[src/hdl/sapd_pkg.sv]
`timescale 1ns / 1ps
package sapd_pkg;
  localparam int MaxLen = 64;
  localparam int SymbolBits = 8;
  localparam int IdxW = 6;
  localparam int CntW = 7;
  typedef logic [IdxW-1:0] idx_t;
  typedef logic [CntW-1:0] cnt_t;
  typedef logic [SymbolBits-1:0] sym_t;
endpackage

[src/hdl/sapd_mem.sv]
`timescale 1ns / 1ps
module sapd_mem #(
  parameter int Width = 6,
  parameter int Depth = 64,
  parameter int AddrW = 6
) (
  input  logic             clk,
  input  logic             we,
  input  logic [AddrW-1:0] waddr,
  input  logic [Width-1:0] wdata,
  input  logic [AddrW-1:0] raddr,
  output logic [Width-1:0] rdata
);
  logic [Width-1:0] mem [Depth];

  // One write port and one registered read port.
  always_ff @(posedge clk) begin
    if (we) begin
      mem[waddr] <= wdata;
    end
    rdata <= mem[raddr];
  end
endmodule

[src/hdl/suffix_array_prefix_doubling.sv]
`timescale 1ns / 1ps
// Suffix array builder by prefix doubling.
// Symbols arrive one beat at a time: a beat is taken when start is high and
// busy is low, so the block takes one symbol per cycle while it is idle. The
// beat whose last_symbol is set closes the string and busy rises while the
// build runs. At most 64 symbols are kept; extra ones are dropped. The build
// is one small sequencer that walks the stores through a single registered
// read port each. The first pass is an insertion sort of positions by symbol;
// each doubling round then re-sorts the positions by rank pairs, and there
// are ceil(log2 n) rounds. The next string waits for the build to finish.
// When done, n result beats come out, each marked by strobe for one cycle;
// last_result marks the final one. The receiver cannot stall. busy falls with
// the last result beat. Synchronous reset clears the sequencer and the symbol
// count; the stores need no clearing.
module suffix_array_prefix_doubling
  import sapd_pkg::*;
(
  input  logic       clk,
  input  logic       rst,
  input  logic       start,
  output logic       busy,
  input  logic [7:0] symbol,
  input  logic       last_symbol,
  output logic       strobe,
  output logic [5:0] suffix_start,
  output logic [5:0] position_rank,
  output logic       last_result
);
  // Sequencer states.
  localparam logic [4:0] S_IDLE = 5'd0, S_INS_A = 5'd1, S_INS_B = 5'd2,
    S_INS_C = 5'd3, S_INS_D = 5'd4, S_INS_E = 5'd5, S_RK0_A = 5'd6,
    S_RK0_B = 5'd7, S_RK0_C = 5'd8, S_RND = 5'd9, S_SK1 = 5'd10,
    S_SK2_A = 5'd11, S_SK2_B = 5'd12, S_CLR = 5'd13, S_CNT_A = 5'd14,
    S_CNT_B = 5'd15, S_CNT_C = 5'd16, S_PFX_A = 5'd17, S_PFX_B = 5'd18,
    S_PL_A = 5'd19, S_PL_B = 5'd20, S_PL_C = 5'd21, S_PL_D = 5'd22,
    S_PR_A = 5'd23, S_PR_B = 5'd24, S_PR_C = 5'd25, S_RR_A = 5'd26,
    S_RR_B = 5'd27, S_RR_C = 5'd28, S_OUT_A = 5'd29, S_OUT_B = 5'd30;

  logic [4:0] state;
  cnt_t n, i, j, m, acc;
  idx_t p, tmp, prev_rank;
  sym_t key, prev_key;
  logic [12:0] prev_pair;

  // Store ports.
  logic sym_we, ord_we, rnk_we, sko_we, bkt_we, pr_we;
  idx_t sym_wa, ord_wa, rnk_wa, sko_wa, bkt_wa, pr_wa;
  idx_t sym_ra, ord_ra, rnk_ra, sko_ra, bkt_ra, pr_ra;
  sym_t sym_wd, sym_rd;
  idx_t ord_wd, ord_rd, rnk_wd, rnk_rd, sko_wd, sko_rd;
  cnt_t bkt_wd, bkt_rd;
  logic [12:0] pr_wd, pr_rd;

  // Helper terms for the datapath.
  logic [7:0] sum_im;
  logic has_second;
  logic sym_first;
  logic rr_first;
  logic sko_take;
  cnt_t ord_minus_m;
  cnt_t sk_fill;
  cnt_t bkt_dec;
  cnt_t pfx_sum;

  assign busy = (state != S_IDLE);

  assign sum_im = {1'b0, i} + {1'b0, m};
  assign has_second = (sum_im < {1'b0, n});
  assign sym_first = (i == '0) || (sym_rd != prev_key);
  assign rr_first = (i == '0) || (pr_rd != prev_pair);
  assign sko_take = ({1'b0, ord_rd} >= m) && (j < n);
  assign ord_minus_m = {1'b0, ord_rd} - m;
  assign sk_fill = n - m + i;
  assign bkt_dec = bkt_rd - 7'd1;
  assign pfx_sum = acc + bkt_rd;

  // Read-address selection per state; read data comes back registered.
  always_comb begin
    sym_ra = i[IdxW-1:0];
    ord_ra = i[IdxW-1:0];
    rnk_ra = i[IdxW-1:0];
    sko_ra = i[IdxW-1:0];
    bkt_ra = i[IdxW-1:0];
    pr_ra  = i[IdxW-1:0];
    unique case (state)
      S_INS_C: begin
        ord_ra = j[IdxW-1:0] - 6'd1;
      end
      S_INS_D, S_RK0_B: begin
        sym_ra = ord_rd;
      end
      S_CNT_B, S_PL_C: begin
        bkt_ra = rnk_rd;
      end
      S_PL_A: begin
        sko_ra = i[IdxW-1:0] - 6'd1;
      end
      S_PL_B: begin
        rnk_ra = sko_rd;
      end
      S_PR_B: begin
        rnk_ra = sum_im[IdxW-1:0];
      end
      S_RR_B: begin
        pr_ra = ord_rd;
      end
      default: begin
      end
    endcase
  end

  // Write-port selection per state.
  always_comb begin
    sym_we = 1'b0;
    sym_wa = n[IdxW-1:0];
    sym_wd = symbol[SymbolBits-1:0];
    ord_we = 1'b0;
    ord_wa = j[IdxW-1:0];
    ord_wd = i[IdxW-1:0];
    rnk_we = 1'b0;
    rnk_wa = tmp;
    rnk_wd = i[IdxW-1:0];
    sko_we = 1'b0;
    sko_wa = i[IdxW-1:0];
    sko_wd = sk_fill[IdxW-1:0];
    bkt_we = 1'b0;
    bkt_wa = i[IdxW-1:0];
    bkt_wd = '0;
    pr_we  = 1'b0;
    pr_wa  = i[IdxW-1:0];
    pr_wd  = {tmp, has_second, has_second ? rnk_rd : 6'd0};
    unique case (state)
      S_IDLE: begin
        sym_we = start && (n < CntW'(MaxLen));
      end
      S_INS_C: begin
        ord_we = (j == '0);
      end
      S_INS_E: begin
        ord_we = 1'b1;
        if (sym_rd > key) begin
          ord_wd = tmp;
        end
      end
      S_RK0_C: begin
        rnk_we = 1'b1;
        if (!sym_first) begin
          rnk_wd = prev_rank;
        end
      end
      S_SK1: begin
        sko_we = (i != m);
      end
      S_SK2_B: begin
        sko_we = sko_take;
        sko_wa = j[IdxW-1:0];
        sko_wd = ord_minus_m[IdxW-1:0];
      end
      S_CLR: begin
        bkt_we = 1'b1;
      end
      S_CNT_C: begin
        bkt_we = 1'b1;
        bkt_wa = tmp;
        bkt_wd = bkt_rd + 7'd1;
      end
      S_PFX_B: begin
        bkt_we = 1'b1;
        bkt_wd = pfx_sum;
      end
      S_PL_D: begin
        bkt_we = (bkt_rd != '0);
        bkt_wa = tmp;
        bkt_wd = bkt_dec;
        ord_we = (bkt_rd != '0);
        ord_wa = bkt_dec[IdxW-1:0];
        ord_wd = p;
      end
      S_PR_C: begin
        pr_we = 1'b1;
      end
      S_RR_C: begin
        rnk_we = 1'b1;
        if (!rr_first) begin
          rnk_wd = prev_rank;
        end
      end
      default: begin
      end
    endcase
  end

  // Stores, one write port and one registered read port each.
  sapd_mem #(.Width(SymbolBits), .Depth(MaxLen), .AddrW(IdxW)) u_sym (
    .clk(clk), .we(sym_we), .waddr(sym_wa), .wdata(sym_wd), .raddr(sym_ra),
    .rdata(sym_rd)
  );
  sapd_mem #(.Width(IdxW), .Depth(MaxLen), .AddrW(IdxW)) u_ord (
    .clk(clk), .we(ord_we), .waddr(ord_wa), .wdata(ord_wd), .raddr(ord_ra),
    .rdata(ord_rd)
  );
  sapd_mem #(.Width(IdxW), .Depth(MaxLen), .AddrW(IdxW)) u_rnk (
    .clk(clk), .we(rnk_we), .waddr(rnk_wa), .wdata(rnk_wd), .raddr(rnk_ra),
    .rdata(rnk_rd)
  );
  sapd_mem #(.Width(IdxW), .Depth(MaxLen), .AddrW(IdxW)) u_sko (
    .clk(clk), .we(sko_we), .waddr(sko_wa), .wdata(sko_wd), .raddr(sko_ra),
    .rdata(sko_rd)
  );
  sapd_mem #(.Width(CntW), .Depth(MaxLen), .AddrW(IdxW)) u_bkt (
    .clk(clk), .we(bkt_we), .waddr(bkt_wa), .wdata(bkt_wd), .raddr(bkt_ra),
    .rdata(bkt_rd)
  );
  sapd_mem #(.Width(13), .Depth(MaxLen), .AddrW(IdxW)) u_pr (
    .clk(clk), .we(pr_we), .waddr(pr_wa), .wdata(pr_wd), .raddr(pr_ra),
    .rdata(pr_rd)
  );

  // Main sequencer.
  always_ff @(posedge clk) begin
    if (rst) begin
      state <= S_IDLE;
      n <= '0;
      i <= '0;
      j <= '0;
      m <= 7'd1;
      strobe <= 1'b0;
      last_result <= 1'b0;
      suffix_start <= '0;
      position_rank <= '0;
    end else begin
      strobe <= 1'b0;
      last_result <= 1'b0;
      unique case (state)
        // Load one symbol per beat; the last one starts the build.
        S_IDLE: begin
          if (start) begin
            if (n < CntW'(MaxLen)) begin
              n <= n + 7'd1;
            end
            if (last_symbol) begin
              i <= '0;
              state <= S_INS_A;
            end
          end
        end
        // Insertion sort of positions by symbol.
        S_INS_A: begin
          if (i == n) begin
            i <= '0;
            state <= S_RK0_A;
          end else begin
            j <= i;
            state <= S_INS_B;
          end
        end
        S_INS_B: begin
          key <= sym_rd;
          state <= S_INS_C;
        end
        S_INS_C: begin
          if (j == '0) begin
            i <= i + 7'd1;
            state <= S_INS_A;
          end else begin
            state <= S_INS_D;
          end
        end
        S_INS_D: begin
          tmp <= ord_rd;
          state <= S_INS_E;
        end
        S_INS_E: begin
          if (sym_rd > key) begin
            j <= j - 7'd1;
            state <= S_INS_C;
          end else begin
            i <= i + 7'd1;
            state <= S_INS_A;
          end
        end
        // First ranks from symbols in sorted order.
        S_RK0_A: begin
          if (i == n) begin
            m <= 7'd1;
            state <= S_RND;
          end else begin
            state <= S_RK0_B;
          end
        end
        S_RK0_B: begin
          tmp <= ord_rd;
          state <= S_RK0_C;
        end
        S_RK0_C: begin
          if (sym_first) begin
            prev_rank <= i[IdxW-1:0];
          end
          prev_key <= sym_rd;
          i <= i + 7'd1;
          state <= S_RK0_A;
        end
        // Round head.
        S_RND: begin
          i <= '0;
          if (m >= n) begin
            state <= S_OUT_A;
          end else begin
            state <= S_SK1;
          end
        end
        // Order by second key; empty second halves go first.
        S_SK1: begin
          if (i == m) begin
            j <= m;
            i <= '0;
            state <= S_SK2_A;
          end else begin
            i <= i + 7'd1;
          end
        end
        S_SK2_A: begin
          if (i == n) begin
            i <= '0;
            state <= S_CLR;
          end else begin
            state <= S_SK2_B;
          end
        end
        S_SK2_B: begin
          if (sko_take) begin
            j <= j + 7'd1;
          end
          i <= i + 7'd1;
          state <= S_SK2_A;
        end
        // Clear the buckets that ranks below n can reach.
        S_CLR: begin
          if (i == n - 7'd1) begin
            i <= '0;
            state <= S_CNT_A;
          end else begin
            i <= i + 7'd1;
          end
        end
        // Count positions per first-key rank.
        S_CNT_A: begin
          if (i == n) begin
            i <= '0;
            acc <= '0;
            state <= S_PFX_A;
          end else begin
            state <= S_CNT_B;
          end
        end
        S_CNT_B: begin
          tmp <= rnk_rd;
          state <= S_CNT_C;
        end
        S_CNT_C: begin
          i <= i + 7'd1;
          state <= S_CNT_A;
        end
        // Running sum turns counts into bucket ends.
        S_PFX_A: begin
          if (i == n) begin
            state <= S_PL_A;
          end else begin
            state <= S_PFX_B;
          end
        end
        S_PFX_B: begin
          acc <= pfx_sum;
          i <= i + 7'd1;
          state <= S_PFX_A;
        end
        // Place positions from the back of the second-key order.
        S_PL_A: begin
          if (i == '0) begin
            state <= S_PR_A;
          end else begin
            state <= S_PL_B;
          end
        end
        S_PL_B: begin
          p <= sko_rd;
          state <= S_PL_C;
        end
        S_PL_C: begin
          tmp <= rnk_rd;
          state <= S_PL_D;
        end
        S_PL_D: begin
          i <= i - 7'd1;
          state <= S_PL_A;
        end
        // Build the rank pair of every position.
        S_PR_A: begin
          if (i == n) begin
            i <= '0;
            state <= S_RR_A;
          end else begin
            state <= S_PR_B;
          end
        end
        S_PR_B: begin
          tmp <= rnk_rd;
          state <= S_PR_C;
        end
        S_PR_C: begin
          i <= i + 7'd1;
          state <= S_PR_A;
        end
        // Re-rank from pairs in sorted order.
        S_RR_A: begin
          if (i == n) begin
            m <= {m[CntW-2:0], 1'b0};
            state <= S_RND;
          end else begin
            state <= S_RR_B;
          end
        end
        S_RR_B: begin
          tmp <= ord_rd;
          state <= S_RR_C;
        end
        S_RR_C: begin
          if (rr_first) begin
            prev_rank <= i[IdxW-1:0];
          end
          prev_pair <= pr_rd;
          i <= i + 7'd1;
          state <= S_RR_A;
        end
        // Emit one result beat per pass through the output states.
        S_OUT_A: begin
          state <= S_OUT_B;
        end
        S_OUT_B: begin
          strobe <= 1'b1;
          suffix_start <= ord_rd;
          position_rank <= rnk_rd;
          if (i == n - 7'd1) begin
            last_result <= 1'b1;
            n <= '0;
            state <= S_IDLE;
          end else begin
            i <= i + 7'd1;
            state <= S_OUT_A;
          end
        end
        default: begin
          state <= S_IDLE;
        end
      endcase
    end
  end

  // Protocol and bookkeeping checks.
  a_last_with_strobe: assert property (@(posedge clk) disable iff (rst)
    last_result |-> strobe);
  a_count_bound: assert property (@(posedge clk) disable iff (rst)
    n <= CntW'(MaxLen));
  a_busy_has_string: assert property (@(posedge clk) disable iff (rst)
    busy |-> (n != '0));
  a_strobe_spacing: assert property (@(posedge clk) disable iff (rst)
    strobe |=> !strobe);
endmodule
[config.mk]
export PLATFORM = sky130hd
export DESIGN_NAME = suffix_array_prefix_doubling
export DESIGN_NICKNAME = d
export VERILOG_FILES = /design/src/hdl/sapd_pkg.sv /design/src/hdl/sapd_mem.sv /design/src/hdl/suffix_array_prefix_doubling.sv
export SDC_FILE = /design/constraint.sdc
export NUM_CORES = 2
export LEC_CHECK = 0
export BUFFER_PORTS_ARGS = -buffer_cell sky130_fd_sc_hd__buf_2
export CORE_MARGIN = 1.5
export CORE_UTILIZATION = 46
export DETAILED_ROUTE_END_ITERATION = 7
export GPL_TIMING_DRIVEN = 0
export PLACE_DENSITY = 0.7
export SLEW_MARGIN = 15
export SYNTH_ARGS = -nofsm -noshare
export SYNTH_HDL_FRONTEND = slang
export SYNTH_SLANG_ARGS = --single-unit
[constraint.sdc]
create_clock -name clk -period 5.9 [get_ports clk]
set_input_delay 0.885 -clock clk [delete_from_list [all_inputs] [get_ports clk]]
set_output_delay 0.885 -clock clk [all_outputs]
set_load 0.05 [all_outputs]
* After elaboration in Yosys (flattened, before gate mapping)
Memory sizes are Yosys's and may differ from the RTL's. A register that Yosys moved wholly into a read port is not among the register bits.
Index checks and enable logic that the tools add are counted.
** Word-level totals
- Bits in registers :: 101
- Memory bits (writable) :: 2944
- Input bits :: 12
- Output and inout bits :: 15
- Word-level logic and storage cells :: 213
- Memories :: 6
** Memory list
- u_pr.mem :: words 64, width 13, read ports 1, clocked after Yosys merged registers in 1, wr ports 1, RTL line sapd_mem.sv:14 : logic [Width-1:0] mem [Depth];
- u_sym.mem :: words 64, width 8, read ports 1, clocked after Yosys merged registers in 1, wr ports 1, RTL line sapd_mem.sv:14
- u_bkt.mem :: words 64, width 7, read ports 1, clocked after Yosys merged registers in 1, wr ports 1, RTL line sapd_mem.sv:14
- u_ord.mem :: words 64, width 6, read ports 1, clocked after Yosys merged registers in 1, wr ports 1, RTL line sapd_mem.sv:14
- u_rnk.mem :: words 64, width 6, read ports 1, clocked after Yosys merged registers in 1, wr ports 1, RTL line sapd_mem.sv:14
- u_sko.mem :: words 64, width 6, read ports 1, clocked after Yosys merged registers in 1, wr ports 1, RTL line sapd_mem.sv:14
** Operators by class
- Add/subtract/negate cells :: 15
- $lt $le $gt $ge :: 6
- Equal/unequal tests :: 52
- Multiplexer cells :: 78
- Bitwise gates (word level) :: 2
- Reduce and logical (&&, ||, !) cells :: 38
** Operators with widths (number)
- $pmux 5 s31 :: 1
- $mux 7 :: 17
- $mux 6 :: 13
- $eq 5x5->1 const B :: 15
- $pmux 7 s10 :: 1
- $pmux 6 s2 :: 5
- $pmux 7 s2 :: 3
- $eq 5x4->1 const B :: 8
- $mux 5 :: 8
- $ne 2x2->1 const B :: 15
- $add 7x1->7 const B :: 4
- $pmux 7 s4 :: 1
- $sub 7x1->7 const B :: 4
- $eq 7x7->1 :: 3
- $pmux 7 s3 :: 1
- $eq 5x3->1 const B :: 4
- $mux 1 :: 19
- $logic_not 7->1 :: 2
- $ne 13x13->1 :: 1
- $reduce_and 2->1 :: 6
- $sub 6x1->6 const B :: 2
- $sub 6x6->6 :: 2
- $eq 5x2->1 const B :: 2
- $reduce_bool 10->1 :: 1
- other kinds (34) :: 53

* Logic depth before layout (Yosys ltp)
- Depth in word-level cells :: 5
- Mapped depth :: 16
- Gate-level depth less buffers :: 14

* Cells and area by module
From an unflattened synthesis, not the netlist that was laid out.
** Second synthesis, totals
- Cell total of the unflattened synthesis :: 6352
- Area total of the unflattened synthesis :: 124609.5 sq um
** By module, submodules not included
- sapd_mem (u_ord ...) :: times used 3, cells an instance 720, area an instance 15225.9 sq um, seq. area each 11651.2 sq um
- sapd_mem (u_pr) :: times used 1, cells an instance 1402, area an instance 32344.8 sq um, seq. area each 25244.2 sq um
- sapd_mem (u_sym) :: times used 1, cells an instance 940, area an instance 20166.8 sq um, seq. area each 15534.9 sq um
- sapd_mem (u_bkt) :: times used 1, cells an instance 837, area an instance 17673.2 sq um, seq. area each 13593.0 sq um
- suffix_array_prefix_doubling :: times used 1, cells an instance 1013, area an instance 8747.1 sq um, seq. area each 2562.5 sq um

* Worst setup path after synthesis
No wires, ideal clock.
- Path type :: flip-flop to flip-flop
- Start :: register i[2]
- End :: memory u_sko.mem[0][4] (data pin)
- Setup time :: 0.701 ns
- Arrival :: 4.675 ns
- Data required time :: 5.199 ns
- Path slack :: 0.524 ns
- Stages on the path, launching flop included :: 11
- Path through :: dfxtp_1 clkbuf_1 inv_1 clkbuf_1 fa_1 inv_1 ha_1 a21o_1 a21oi_1 xor2_1 o21ai_0
** Between the ends
- Word-level cells in the longest chain between the ends :: 2
** Ends and longest elaborated chain
- from (decl) :: RTL line suffix_array_prefix_doubling.sv:40 : cnt_t n, i, j, m, acc;
- from (signal assigned) :: RTL line suffix_array_prefix_doubling.sv:263 : i <= i + 7'd1;
- from (signal assigned) :: RTL line suffix_array_prefix_doubling.sv:278 : i <= i + 7'd1;
- from (signal assigned) :: RTL line suffix_array_prefix_doubling.sv:300 : i <= i + 7'd1;
- $add 6x6->6 :: RTL line suffix_array_prefix_doubling.sv:73 : assign sk_fill = n - m + i;
- $mux 6 :: RTL line suffix_array_prefix_doubling.sv:132 : unique case (state)
- net sko_wd[4] :: RTL line suffix_array_prefix_doubling.sv:50 : idx_t ord_wd, ord_rd, rnk_wd, rnk_rd, sko_wd, sko_rd;
- to (decl) :: RTL line sapd_mem.sv:14
The timed path passes the listed nets, and every way through them passes these cells.

* Final worst setup path
- Start :: register i[0]
- End :: register u_sko.rdata[4], read port of u_sko.mem
** Between the ends
- Word-level cells in the longest chain between the ends :: 2
** Ends and longest elaborated chain
- $sub 6x1->6 :: RTL line suffix_array_prefix_doubling.sv:96 : sko_ra = i[IdxW-1:0] - 6'd1;
- $mux 6 * :: RTL line suffix_array_prefix_doubling.sv:85 : unique case (state)
- to (decl) :: RTL line sapd_mem.sv:12 : output logic [Width-1:0] rdata
Mark *: on every way between the ends. The rest lies on a longest branch, timed or not.
A chain may end at the register's enable or synchronous reset.

==> results.toml <==
[outcome]
status = "complete, no violations"

[global_route]
gr-total-overflow = 0
grt_pass1_wl_mm = 477
grt_pass1_vias = 71000
antenna_found_initial = 4
grt_usage = 0.237
grt_max_degree = 65

[cells_and_area]
final_cell_area_um2 = 141000
register_area_um2 = 91900
fill_cells = 21000
nets = 8060
multi_input_area_um2 = 30900
area_delta_synth_final_pct = 13.0
drive_above_1_share = 0.159

[worst_setup_path]
r2r-start = "i[0]$_SDFFE_PP0P_"
cpPeakStageDelay_ps = 710
r2r_slack_ps = 590
path_common_cell = "buf_2"
end_kind = "flop"
worstRegToRegCells = 12
cp_max_fo = 10
critPathTopFamily = "buffers and inverters"
cp_slowest_cell = "dfxtp_1"
critPathArrivalTime_ps = 6040
cp.buffers_inverters = 5
worstPathRequired_ps = 6630
critical_path_class = "reg2reg"
start_kind = "flop"
worst_r2r_endpoint = "u_sko.rdata[4]$_DFF_P_"
worstPathCellList = "buf_2, inv_1, ha_1, nand3_1, a21boi_1, buf_2, buf_2, clkbuf_1, mux4_2, o211ai_1, nand4_1, or4_1"

[routing]
vias = 72600
wl_mm = 329
drt_pass1_iterations = 6
ant_nets = 0
wl_per_cell_um = 27.9
viasPerCell = 6.17
first_iter_violations = 10200
drc = 0

[placement]
gp_congestion = 0.978
place_area_um2 = 131000
dpl.hpwl_mm = 221
place_ws_ps = 780
port_buffers = 26

[yosys]
synthesis.area_um2 = 124000
ys_top_cells_by_count = "edfxtp_1 (2998), nand2_1 (1221), nor2_1 (548)"
yosysUniqueCellTypes = 80
synth-async-reset-ratio = 0
yosysSeqAreaShare = 0.738
synth_edf_count = 2998
yosysTopAreaCell = "edfxtp_1"
syn_area_per_cell_um2 = 16.5
yosys_register_bits = 3091
synth_nets = 7654
yosysMostFrequentCell = "edfxtp_1"
ys.warnings.count = 0
yosysTopAreaCellShare = 0.723
synth_flop_cell = "edfxtp_1"
synthCells = 7564
synth_area_leaders = "edfxtp_1 (72%), mux4_2 (8.7%), nand2_1 (3.7%)"

[timing]
worst_slack_ps = 590
fin_crit_sh = 0.900
tns_ps = 0
fin_crit_ps = 5310
tightestPinTransition_ps = 1230
max_freq_mhz = 188
hold_violations = 0
relSlewSlack = 0.167
setup_viol = 0
clock_skew_ps = 79.5
grt_setup_unrepaired = "false"
drv_slew = 0

[hold_path]
holdPathEnd = "prev_pair[4]$_DFFE_PP_"
holdPathStages = 0
hold_class = "reg2reg"
hold_start = "u_pr.rdata[4]$_DFF_P_"

[floorplanning]
dieHeight_um = 523
core_um2 = 269000
die_w_um = 523
start_util = 0.463
row_count = 190
io_pins = 27
die_area_um2 = 274000

[clock_tree]
post_cts_buffers = 0
insertion_delay_ps = 900
clock_sinks = 3091
tritoncts = "built"
cts.reportedPaths.clkPinSlew_ps = 60
cts_buffers = 313
cts_resized = 0
clk_path_buf_depth = 4
htree_levels = 5
cts_hold_buffers = 0
cts-root-buf = "clkbuf_16"

[flow_run]
cap_viol_max_count = 0

[power_and_ir_drop]
p_leak_uw = 0.0442
power_density_nw_per_um2 = 363
ir_worst_vdd_v = 0.000274
## report_power, final
group / leakage [µW] / total, µW / internal, µW / switching (µW)
clock network: 0.00483 / 19400 / 11100 / 8270
logic: 0.0127 / 6460 / 2160 / 4300
registers: 0.0267 / 25200 / 24900 / 281
## worst max path at each step
stage	from	to	slack, ps	depth (start not counted)
after CTS	i[0]$_SDFFE_PP0P_	u_sko.rdata[4]$_DFF_P_	750	12
after global routing	n[5]$_SDFFE_PP0P_	u_sko.mem[19][5]$_DFFE_PP_	460	9
final	i[0]$_SDFFE_PP0P_	u_sko.rdata[4]$_DFF_P_	590	12
after floorplan	i[2]$_SDFFE_PP0P_	u_sko.mem[0][4]$_DFFE_PP_	520	10
after detailed placement	i[0]$_SDFFE_PP0P_	u_sko.rdata[4]$_DFF_P_	780	12
after global placement	m[1]$_SDFFE_PP0P_	u_sko.mem[23][5]$_DFFE_PP_	-2870	9
## registers in the layout (all words and copies together), names as in the netlist, 13 cells and up
name        flops
u_bkt.mem     448
u_rnk.mem     384
u_sko.mem     384
prev_pair      13
u_ord.mem     384
u_pr.mem      832
u_pr.rdata     13
u_sym.mem     512
## routing by layer
metal  vias to the layer above  global-route usage  wire length (µm)
met5                         -                   0                13
met4                         2              0.0974             15000
li1                      30500                   -                 -
met1                     37100               0.331            130000
met2                      4302               0.370            152000
met3                       751              0.0395             31900
## per-stage QoR
step / util / power (µW) / hold slack [ps] / cells
floorplan: - / 29300 / 409 / 7564
detailed placement: 0.486 / 32000 / 441 / 11200
global route: 0.524 / 52400 / 468 / 11800
finish: 0.524 / 51100 / 452 / 11800
global placement: 0.480 / 31600 / 434 / 11100
CTS: 0.523 / 51100 / 451 / 11800
## area by class of cell
| cell class | instances | area share |
|---|---|---|
| multi-input combinational | 3985 | 0.220 |
| sequential | 3091 | 0.653 |
| inverter | 72 | 0.00192 |
| tap | 3552 | 0.0316 |
| timing repair buffer | 91 | 0.00991 |
| antenna | 8 | 0.000142 |
| clock buffer | 396 | 0.0593 |
| buffer | 416 | 0.0131 |
| clock inverter | 158 | 0.0111 |
## cells in the final DEF (no fill, tap or decap), drive strengths merged, types with 11 or more instances in the layout
master,instances
clkbuf,618
and3,18
a32oi,250
mux2,19
nand2,1221
o21ai,82
nor2b,18
xnor2,49
buf,285
xor2,29
mux2i,185
bufinv,25
nand3,270
a221o,19
a221oi,13
inv,80
nand2b,26
nor2,551
ha,69
o211ai,16
nor3,32
and4,36
edfxtp,2998
or4,11
a31oi,55
mux4,481
nand4,76
dfxtp,93
clkinv,115
a21oi,188
a211oi,34
a22oi,69
nor4,11
a21o,27
## logic make-up after synthesis
logic type | Yosys count | share of synthesized area
xor gates and xnor gates | 78 | 0.00564
DFF | 3091 | 0.738
adders and majority gates | 78 | 0.00838
AOI/OAI and AO/OA | 829 | 0.0476
and+or+nand+nor | 2315 | 0.0794
buffers and inverters | 488 | 0.0169
muxes | 685 | 0.104
## worst register-to-register path, cell delays in order (launching register included)
cell	delay [ps]
dfxtp_1	710
buf_2	490
inv_1	320
ha_1	410
nand3_1	190
a21boi_1	210
buf_2	320
buf_2	360
clkbuf_1	630
mux4_2	420
o211ai_1	340
nand4_1	190
or4_1	560
Note: power is estimated with default switching activity, not from simulation.
